[src/rtl/core/apcp_pkg.sv]
`default_nettype none

package apcp_pkg;

   // character codes
   localparam logic [7:0] CH_ZERO  = 8'd48;
   localparam logic [7:0] CH_NINE  = 8'd57;
   localparam logic [7:0] CH_MINUS = 8'd45;
   localparam logic [7:0] CH_SPACE = 8'd32;
   localparam logic [7:0] CH_NUL   = 8'd0;

   // parser phases, one-hot
   typedef enum logic [6:0] {
      PH_LEAD = 7'b0000001,
      PH_X    = 7'b0000010,
      PH_GAP  = 7'b0000100,
      PH_Y    = 7'b0001000,
      PH_XNEG = 7'b0010000,
      PH_YNEG = 7'b0100000,
      PH_CMD  = 7'b1000000
   } phase_type;

   typedef struct packed {
      logic [7:0] data_byte;
      logic       start_req;
   } apcp_req_type;

   typedef struct packed {
      logic signed [31:0] x_value;
      logic signed [31:0] y_value;
      logic [7:0]         command;
      logic               command_fresh;
   } apcp_rsp_type;

   typedef struct packed {
      phase_type   phase;
      logic [31:0] x_acc;
      logic [31:0] y_acc;
      logic [7:0]  held_command;
      logic        finished;
   } apcp_state_type;

endpackage

`default_nettype wire

[src/rtl/core/apcp_step.sv]
`default_nettype none

module apcp_step (
   input  apcp_pkg::apcp_state_type cur_state,
   input  apcp_pkg::apcp_req_type   req,
   output apcp_pkg::apcp_state_type nxt_state,
   output logic                     emit,
   output apcp_pkg::apcp_rsp_type   rsp
);
   import apcp_pkg::*;

   apcp_state_type eff;
   logic [7:0]     b;
   logic           is_digit;
   logic           is_space;
   logic           is_minus;
   logic [31:0]    dval;
   logic [31:0]    x_mac;
   logic [31:0]    y_mac;
   logic [31:0]    y_mas;
   logic [31:0]    x_neg;
   logic           fresh;

   assign b        = req.data_byte;
   assign is_digit = (b >= CH_ZERO) && (b <= CH_NINE);
   assign is_space = (b == CH_SPACE);
   assign is_minus = (b == CH_MINUS);
   // digits are 0x30..0x39, so the low nibble is the digit value
   assign dval     = {28'd0, b[3:0]};

   // start request clears values, phase and done flag before the byte is looked at
   always_comb begin
      eff = cur_state;
      if (req.start_req) begin
         eff.x_acc    = '0;
         eff.y_acc    = '0;
         eff.phase    = PH_LEAD;
         eff.finished = 1'b0;
      end
   end

   assign x_mac = (eff.x_acc << 3) + (eff.x_acc << 1) + dval;
   assign y_mac = (eff.y_acc << 3) + (eff.y_acc << 1) + dval;
   assign y_mas = (eff.y_acc << 3) + (eff.y_acc << 1) - dval;
   assign x_neg = 32'd0 - eff.x_acc;

   always_comb begin
      nxt_state = eff;
      emit      = 1'b0;
      fresh     = 1'b0;
      if (eff.finished) begin
         emit = 1'b0;
      end else if ((b == CH_NUL) && (eff.phase != PH_CMD)) begin
         // zero byte ends the message with values so far, except in the command phase
         emit = 1'b1;
      end else begin
         unique case (eff.phase)
            PH_LEAD: begin
               if (is_space) begin
                  nxt_state.phase = PH_LEAD;
               end else if (is_minus) begin
                  nxt_state.phase = PH_XNEG;
               end else if (is_digit) begin
                  nxt_state.x_acc = x_mac;
                  nxt_state.phase = PH_X;
               end else begin
                  emit = 1'b1;
               end
            end
            PH_X: begin
               if (is_digit) begin
                  nxt_state.x_acc = x_mac;
               end else if (is_space) begin
                  nxt_state.phase = PH_GAP;
               end else begin
                  emit = 1'b1;
               end
            end
            PH_GAP: begin
               if (is_space) begin
                  nxt_state.phase = PH_GAP;
               end else if (is_digit) begin
                  nxt_state.y_acc = y_mac;
                  nxt_state.phase = PH_Y;
               end else if (is_minus) begin
                  nxt_state.phase = PH_YNEG;
               end else begin
                  emit = 1'b1;
               end
            end
            PH_Y: begin
               if (is_digit) begin
                  nxt_state.y_acc = y_mac;
               end else if (is_space) begin
                  nxt_state.phase = PH_CMD;
               end else begin
                  nxt_state.held_command = b;
                  fresh                  = 1'b1;
                  emit                   = 1'b1;
               end
            end
            PH_XNEG: begin
               if (is_digit) begin
                  nxt_state.x_acc = x_mac;
               end else begin
                  // negate, then handle the byte as in the gap
                  nxt_state.x_acc = x_neg;
                  nxt_state.phase = PH_GAP;
                  if (is_minus) begin
                     nxt_state.phase = PH_YNEG;
                  end else if (!is_space) begin
                     emit = 1'b1;
                  end
               end
            end
            PH_YNEG: begin
               if (is_digit) begin
                  nxt_state.y_acc = y_mas;
               end else if (is_space) begin
                  nxt_state.phase = PH_CMD;
               end else begin
                  nxt_state.held_command = b;
                  fresh                  = 1'b1;
                  emit                   = 1'b1;
               end
            end
            PH_CMD: begin
               if (!is_space) begin
                  nxt_state.held_command = b;
                  fresh                  = 1'b1;
                  emit                   = 1'b1;
               end
            end
            default: begin
               emit = 1'b1;
            end
         endcase
      end
      if (emit) begin
         nxt_state.finished = 1'b1;
      end
   end

   assign rsp.x_value       = nxt_state.x_acc;
   assign rsp.y_value       = nxt_state.y_acc;
   assign rsp.command       = nxt_state.held_command;
   assign rsp.command_fresh = fresh;

endmodule

`default_nettype wire

[src/rtl/core/ascii_pointer_command_parser.sv]
// output: a result appears on rsp in the cycle after the byte that ends the message is taken
// throughput: one byte per cycle while no result is stalled, set by the combinational parser step
// a byte is held off only while a result sits in the output register and is stalled
// reset: parser waits for a start request, values and held command are zero,
// output register empty
`default_nettype none

module ascii_pointer_command_parser (
   input  wire                    clock,
   input  wire                    reset,
   input  wire                    req_valid,
   output logic                   req_stall,
   input  apcp_pkg::apcp_req_type req_payload,
   output logic                   rsp_valid,
   input  wire                    rsp_stall,
   output apcp_pkg::apcp_rsp_type rsp_payload
);
   import apcp_pkg::*;

   // parser state: phase, accumulators, held command, done flag
   apcp_state_type state_ff;
   apcp_state_type state_in;

   // output register
   apcp_rsp_type   rsp_ff;
   logic           rsp_valid_ff;

   // step results
   logic           emit;
   apcp_rsp_type   step_rsp;
   logic           req_take;
   logic           rsp_take;

   // output register frees this cycle if its result is taken
   assign req_stall = rsp_valid_ff && rsp_stall;
   assign req_take  = req_valid && !req_stall;
   assign rsp_take  = rsp_valid_ff && !rsp_stall;

   // one byte of the parse: start clear, phase step, accumulate, finish
   apcp_step u_step (
      .cur_state (state_ff),
      .req       (req_payload),
      .nxt_state (state_in),
      .emit      (emit),
      .rsp       (step_rsp)
   );

   // parser state advances on every accepted request
   always_ff @(posedge clock) begin
      if (reset) begin
         state_ff.phase        <= PH_LEAD;
         state_ff.x_acc        <= '0;
         state_ff.y_acc        <= '0;
         state_ff.held_command <= '0;
         state_ff.finished     <= 1'b1;
      end else if (req_take) begin
         state_ff <= state_in;
      end
   end

   // result register: loads when a message ends, clears when taken
   always_ff @(posedge clock) begin
      if (reset) begin
         rsp_valid_ff <= 1'b0;
      end else if (req_take && emit) begin
         rsp_valid_ff <= 1'b1;
      end else if (rsp_take) begin
         rsp_valid_ff <= 1'b0;
      end
   end

   always_ff @(posedge clock) begin
      if (req_take && emit) begin
         rsp_ff <= step_rsp;
      end
   end

   assign rsp_valid   = rsp_valid_ff;
   assign rsp_payload = rsp_ff;

endmodule

`default_nettype wire
[config.mk]
export PLATFORM = sky130hd
export DESIGN_NAME = ascii_pointer_command_parser
export DESIGN_NICKNAME = d
export VERILOG_FILES = /design/src/rtl/core/apcp_pkg.sv /design/src/rtl/core/apcp_step.sv /design/src/rtl/core/ascii_pointer_command_parser.sv
export SDC_FILE = /design/constraint.sdc
export NUM_CORES = 1
export LEC_CHECK = 0
export BUFFER_PORTS_ARGS = -buffer_cell sky130_fd_sc_hd__buf_2
export CORE_MARGIN = 4
export CORE_UTILIZATION = 50
export CTS_CLUSTER_SIZE = 25
export DETAILED_ROUTE_END_ITERATION = 7
export PLACE_DENSITY = 0.66
export SLEW_MARGIN = 20
export SYNTH_ARGS = -nofsm -noshare
export SYNTH_HDL_FRONTEND = slang
export SYNTH_SLANG_ARGS = --single-unit
[constraint.sdc]
create_clock -name clock -period 9.6 [get_ports clock]
set_input_delay 1.92 -clock clock [delete_from_list [all_inputs] [get_ports clock]]
set_output_delay 1.92 -clock clock [all_outputs]
set_load 0.01 [all_outputs]
==> metrics list <==
* Capturing point of the worst reg2reg path: rsp_payload[39]
* Number of non-filler instances in the completed layout: 2,145
- Fin crit period: 6.58 ns
* Setup Fix Bufs, Post-CTS: 0
- 1st-pass router iterations: 5
- Row generation in the floorplan step produced 60 rows.
* Mapped Avg Cell Area: 8.00 um^2
* I/O pin total: 88
- The run finished with clean final reports.
- Most common flop cell mapped by yosys: sky130_fd_sc_hd__dfxtp_1
- Max-capacitance violation count: 0
* Number of inserted filler cells in the final layout: 2,637
* Port bufs: 87
- After detailed routing, the number of remaining DRC violations is 0.
- Number of cells on the worst hold path: 2
- Once placement completed, the tool counted placed cells totaling 2,112.
- Synthesized instance count: 1,740
- The synthesized design devotes to its leading area cell type 15.7% of total area.
* RSZ-0062 raised after global routing: false
- The core region is 27,200 um^2.
- P&R area growth vs syn: 8.17%
* Final GP Congestion: 0.911
- Final number of setup-violating endpoints: 0
* Via count: 13,511
- Fraction of the mapped netlist area in adder cells: 7.81%
- Number of buffers created by CTS: 17
* Nets: 1,854
- Type of the worst min-delay path: register to register
- Critical path fanouts, max: 74
- Setup slack on the worst reg-to-reg path comes out at 4.82 ns.
* Detailed route wirelength on metal2: 20,700 um
* Number of unique standard cell types used by synthesis: 111
- Measured along the y axis, the die boundary spans 175 um.
- The worst path uses 68.6% of the clock period.
- Relative slew slack: 27.8%
* Top cells by area in the synthesized netlist: sky130_fd_sc_hd__edfxtp_1, sky130_fd_sc_hd__dfxtp_1, sky130_fd_sc_hd__ha_1
* Later-pin clock latency in the skew report: 0.44 ns
* Number of antenna violations at the first check in global routing: 1
- Slew at the pin with the worst max-slew slack: 1.08 ns
- VDD sags by at most 0.125 mV.
- WP data required: 9.94 ns
- The final count of hold timing violations is 0.
* Routed vias/inst: 6.30
- Of the cells placed in the final design, the portion with a size suffix greater than 1 is 11.8%.
- Number of gates resized after cts: 0
- Number of nets with antenna violations after detailed routing: 0
- The number of global-route vias before repair came to 12,906.
- Post-route setup TNS: 0 ns
- Endpoint arrival time on the critical path: 6.92 ns
- Counting flops and latches in the post-synthesis netlist gives 154.
- Together, buffers and inverters on the worst path number 1.
- In this design, the stage delay of the slowest critical-path cell is 0.63 ns.
- The design draws 1.80 mW.
- In this run the static leakage power is 6.00 nW.
- First-pass GRT wire length: 67,900 um
* Clock tree from TritonCTS: built
* Initial standard-cell utilization of the core: 51.2%
- CP cell instances: buf_4 > nor2b_1 > ha_1 > ha_1 > maj3_2 > nor2_2 > a21oi_1 > a21o_1 > a211oi_1 > nor3_1 > a211oi_2 > nor3b_1 > nand4_1 > a311o_1 > or3_1 > o311ai_1
- Crit path max-delay family: compound AO/OA/AOI/OAI gates
- Clock tree root driver cell: sky130_fd_sc_hd__clkbuf_16
- The routed design has 42,500 um of wire.
- Largest net degree at the start of global routing: 75
* Least setup slack across all paths after layout: 3.02 ns
- The worst setup path is of the input port to register kind.
- The die covers 30,600 um^2.
- Global routing finished with a remaining overflow of 0.
- The H-tree generated during clock tree synthesis spans 4 levels.
- sky130_fd_sc_hd__edfxtp_1 takes more of the synthesized area than any other cell.
- The mapped netlist covers 13,900 um^2.
- Launching element type of the critical path: input port
- Timing analysis after detailed placement gives a worst setup slack of 2.67 ns.
- Slowest cell on the critical path: sky130_fd_sc_hd__buf_4
- Most common cell on crit path: sky130_fd_sc_hd__ha_1
- Sum of routed wire segments on met1: 18,200 um
- Post-Synth XOR/XNOR Area: 6.83%
- Mux contribution to synthesized area: 0.907%
* Max Clock Freq: 152 MHz
- The synthesized design contains 73 enable-type register cells.
- Synthesized net count: 1,834
* Count of yosys warnings during synthesis: 0
- Max-slew violation count: 0
- For this block, the initial DRC count from the detailed router was 1,304.
- Diode insertion count for antenna repair: 0
- STA classifies the critical path endpoint as a register.
- Detailed routing placed a total of 2330 um of wire on met3.
- Crit Reg-Reg Startpoint: state_ff[9]
* Simple logic cell fraction of the synthesized area: 25.8%
* End of the worst hold path: state_ff[3]
- Counting cells, the worst reg-to-reg path comes to 15.
- By area, the combinational part of the netlist is dominated by compound AO/OA/AOI/OAI gates.
- Register area share after synthesis: 27.4%
* Detailed-placement wirelength estimate: 29,500 um
- Total GRT Usage: 27.0%
- Total number of clock tree sinks: 154
- In the final routed layout, each cell accounts on average for 19.8 um.
- Counting flops with an async set or reset pin after synthesis yields a share of 0%.
* Cts hold-fix bufs: 0
- The worst hold path begins at state_ff[3].
- Top routing layer in use: met4
- Horiz. Die Dim: 175 um
- Synth Area in Compound Gates: 26.4%
* Final core utilization: 55.4%
- Largest clock skew in the final design: 0.0159 ns
* Clock Path Buffers: 2
- Clock transition at the registers of the reported paths: 0.07 ns
- For this design the ratio of total power to cell area is 120 nW/um^2.
-- kinds of logic after synthesis --
logic type / after synthesis
muxes: 12
buffers and inverters: 143
DFF: 154
xor gates and xnor gates: 103
and+or+nand+nor: 707
AOI/OAI and AO/OA: 535
adders and majority gates: 86
-- cells in the mapped netlist, types with 10 or more instances --
master and number:
sky130_fd_sc_hd__ha_1 78, sky130_fd_sc_hd__o21a_1 15, sky130_fd_sc_hd__edfxtp_1 73, sky130_fd_sc_hd__inv_1 39, sky130_fd_sc_hd__nand4_1 18, sky130_fd_sc_hd__and3_1 13, sky130_fd_sc_hd__o211ai_1 19, sky130_fd_sc_hd__nand3_1 40
sky130_fd_sc_hd__dfxtp_1 81, sky130_fd_sc_hd__clkbuf_1 63, sky130_fd_sc_hd__a211oi_1 15, sky130_fd_sc_hd__nor3_1 74, sky130_fd_sc_hd__a31oi_1 18, sky130_fd_sc_hd__xor2_1 28, sky130_fd_sc_hd__o21ai_0 91, sky130_fd_sc_hd__o211a_1 10
sky130_fd_sc_hd__buf_6 12, sky130_fd_sc_hd__nor2_1 188, sky130_fd_sc_hd__and2_1 17, sky130_fd_sc_hd__o21bai_1 13, sky130_fd_sc_hd__xnor2_1 70, sky130_fd_sc_hd__o31ai_1 10, sky130_fd_sc_hd__nor2b_1 51, sky130_fd_sc_hd__nor4_1 18
sky130_fd_sc_hd__a21o_1 28, sky130_fd_sc_hd__a22o_1 14, sky130_fd_sc_hd__a21oi_1 136, sky130_fd_sc_hd__nand2_1 184, sky130_fd_sc_hd__buf_2 14, sky130_fd_sc_hd__or3_1 19, sky130_fd_sc_hd__o22ai_1 23, sky130_fd_sc_hd__nand2b_1 20
sky130_fd_sc_hd__a22oi_1 21
-- per-stage QoR --
stage / hold slack, ns / area, um^2
after CTS: 0.459 / 15000
after detailed placement: 0.448 / 14400
after floorplan: 0.432 / 13900
after global placement: 0.442 / 14400
after global routing: 0.478 / 15100
final: 0.457 / 15100
-- power breakdown --
part | leakage [nW] | switching (mW) | total [mW] | internal [mW]
logic | 4.34 | 0.214 | 0.329 | 0.115
clock network | 0.297 | 0.327 | 0.730 | 0.402
registers | 1.36 | 0.0253 | 0.743 | 0.717
total | 6.00 | 0.567 | 1.80 | 1.23
-- worst register-to-register path: stages (launching register included) --
cell and delay (ns):
sky130_fd_sc_hd__dfxtp_1 0.35, sky130_fd_sc_hd__nor2b_1 0.39, sky130_fd_sc_hd__ha_1 0.29, sky130_fd_sc_hd__ha_1 0.24
sky130_fd_sc_hd__maj3_2 0.22, sky130_fd_sc_hd__nor2_2 0.05, sky130_fd_sc_hd__a21o_1 0.20, sky130_fd_sc_hd__xnor2_1 0.49
sky130_fd_sc_hd__o211ai_1 0.26, sky130_fd_sc_hd__or4_1 0.61, sky130_fd_sc_hd__nor4_2 0.37, sky130_fd_sc_hd__nand3_1 0.21
sky130_fd_sc_hd__o311ai_0 0.32, sky130_fd_sc_hd__o41ai_1 0.13, sky130_fd_sc_hd__nor3b_1 0.30, sky130_fd_sc_hd__nand2_1 0.09
-- layout make-up --
cell class	instances	area [um^2]	area share [%]
multi-input combinational	1443	9440	62.7
sequential	154	3810	25.3
timing repair buffer	105	586	3.89
tap	372	465	3.09
clock buffer	18	439	2.92
clock inverter	14	175	1.16
inverter	39	146	0.972
-- worst max path at each step --
| stage | from | endpoint | slack, ns | cells after the start |
|---|---|---|---|---|
| after floorplan | req_payload[0] | rsp_payload[40] | 1.71 | 25 |
| after global placement | req_payload[0] | rsp_payload[37] | 2.76 | 15 |
| after detailed placement | req_payload[0] | rsp_payload[39] | 2.67 | 16 |
| after CTS | req_payload[0] | state_ff[40] | 3.09 | 16 |
| after global routing | req_payload[0] | rsp_payload[39] | 2.59 | 16 |
| final | req_payload[0] | state_ff[40] | 3.02 | 16 |
-- state kept, by name, indices dropped and copies added (netlist names) --
name / cells
rsp_payload: 73
rsp_valid: 1
state_ff: 80
-- placed cells by master (no fill, tap or decap), drive strengths merged, types with 31 or more instances in the layout --
cell      n
a21oi   138
buf     105
dfxtp    81
edfxtp   73
ha       78
inv      45
nand2   184
nand3    41
nor2    189
nor2b    52
nor3     79
o21ai   100
xnor2    72
xor2     31
-- routing by layer --
layer,vias to the layer above,global-route usage [%]
met3,84,3.55
met5,-,0
li1,6518,-
met4,0,9.36
met1,6443,34.3
met2,466,47.2
No activity file was read; power rests on OpenSTA's default activity.
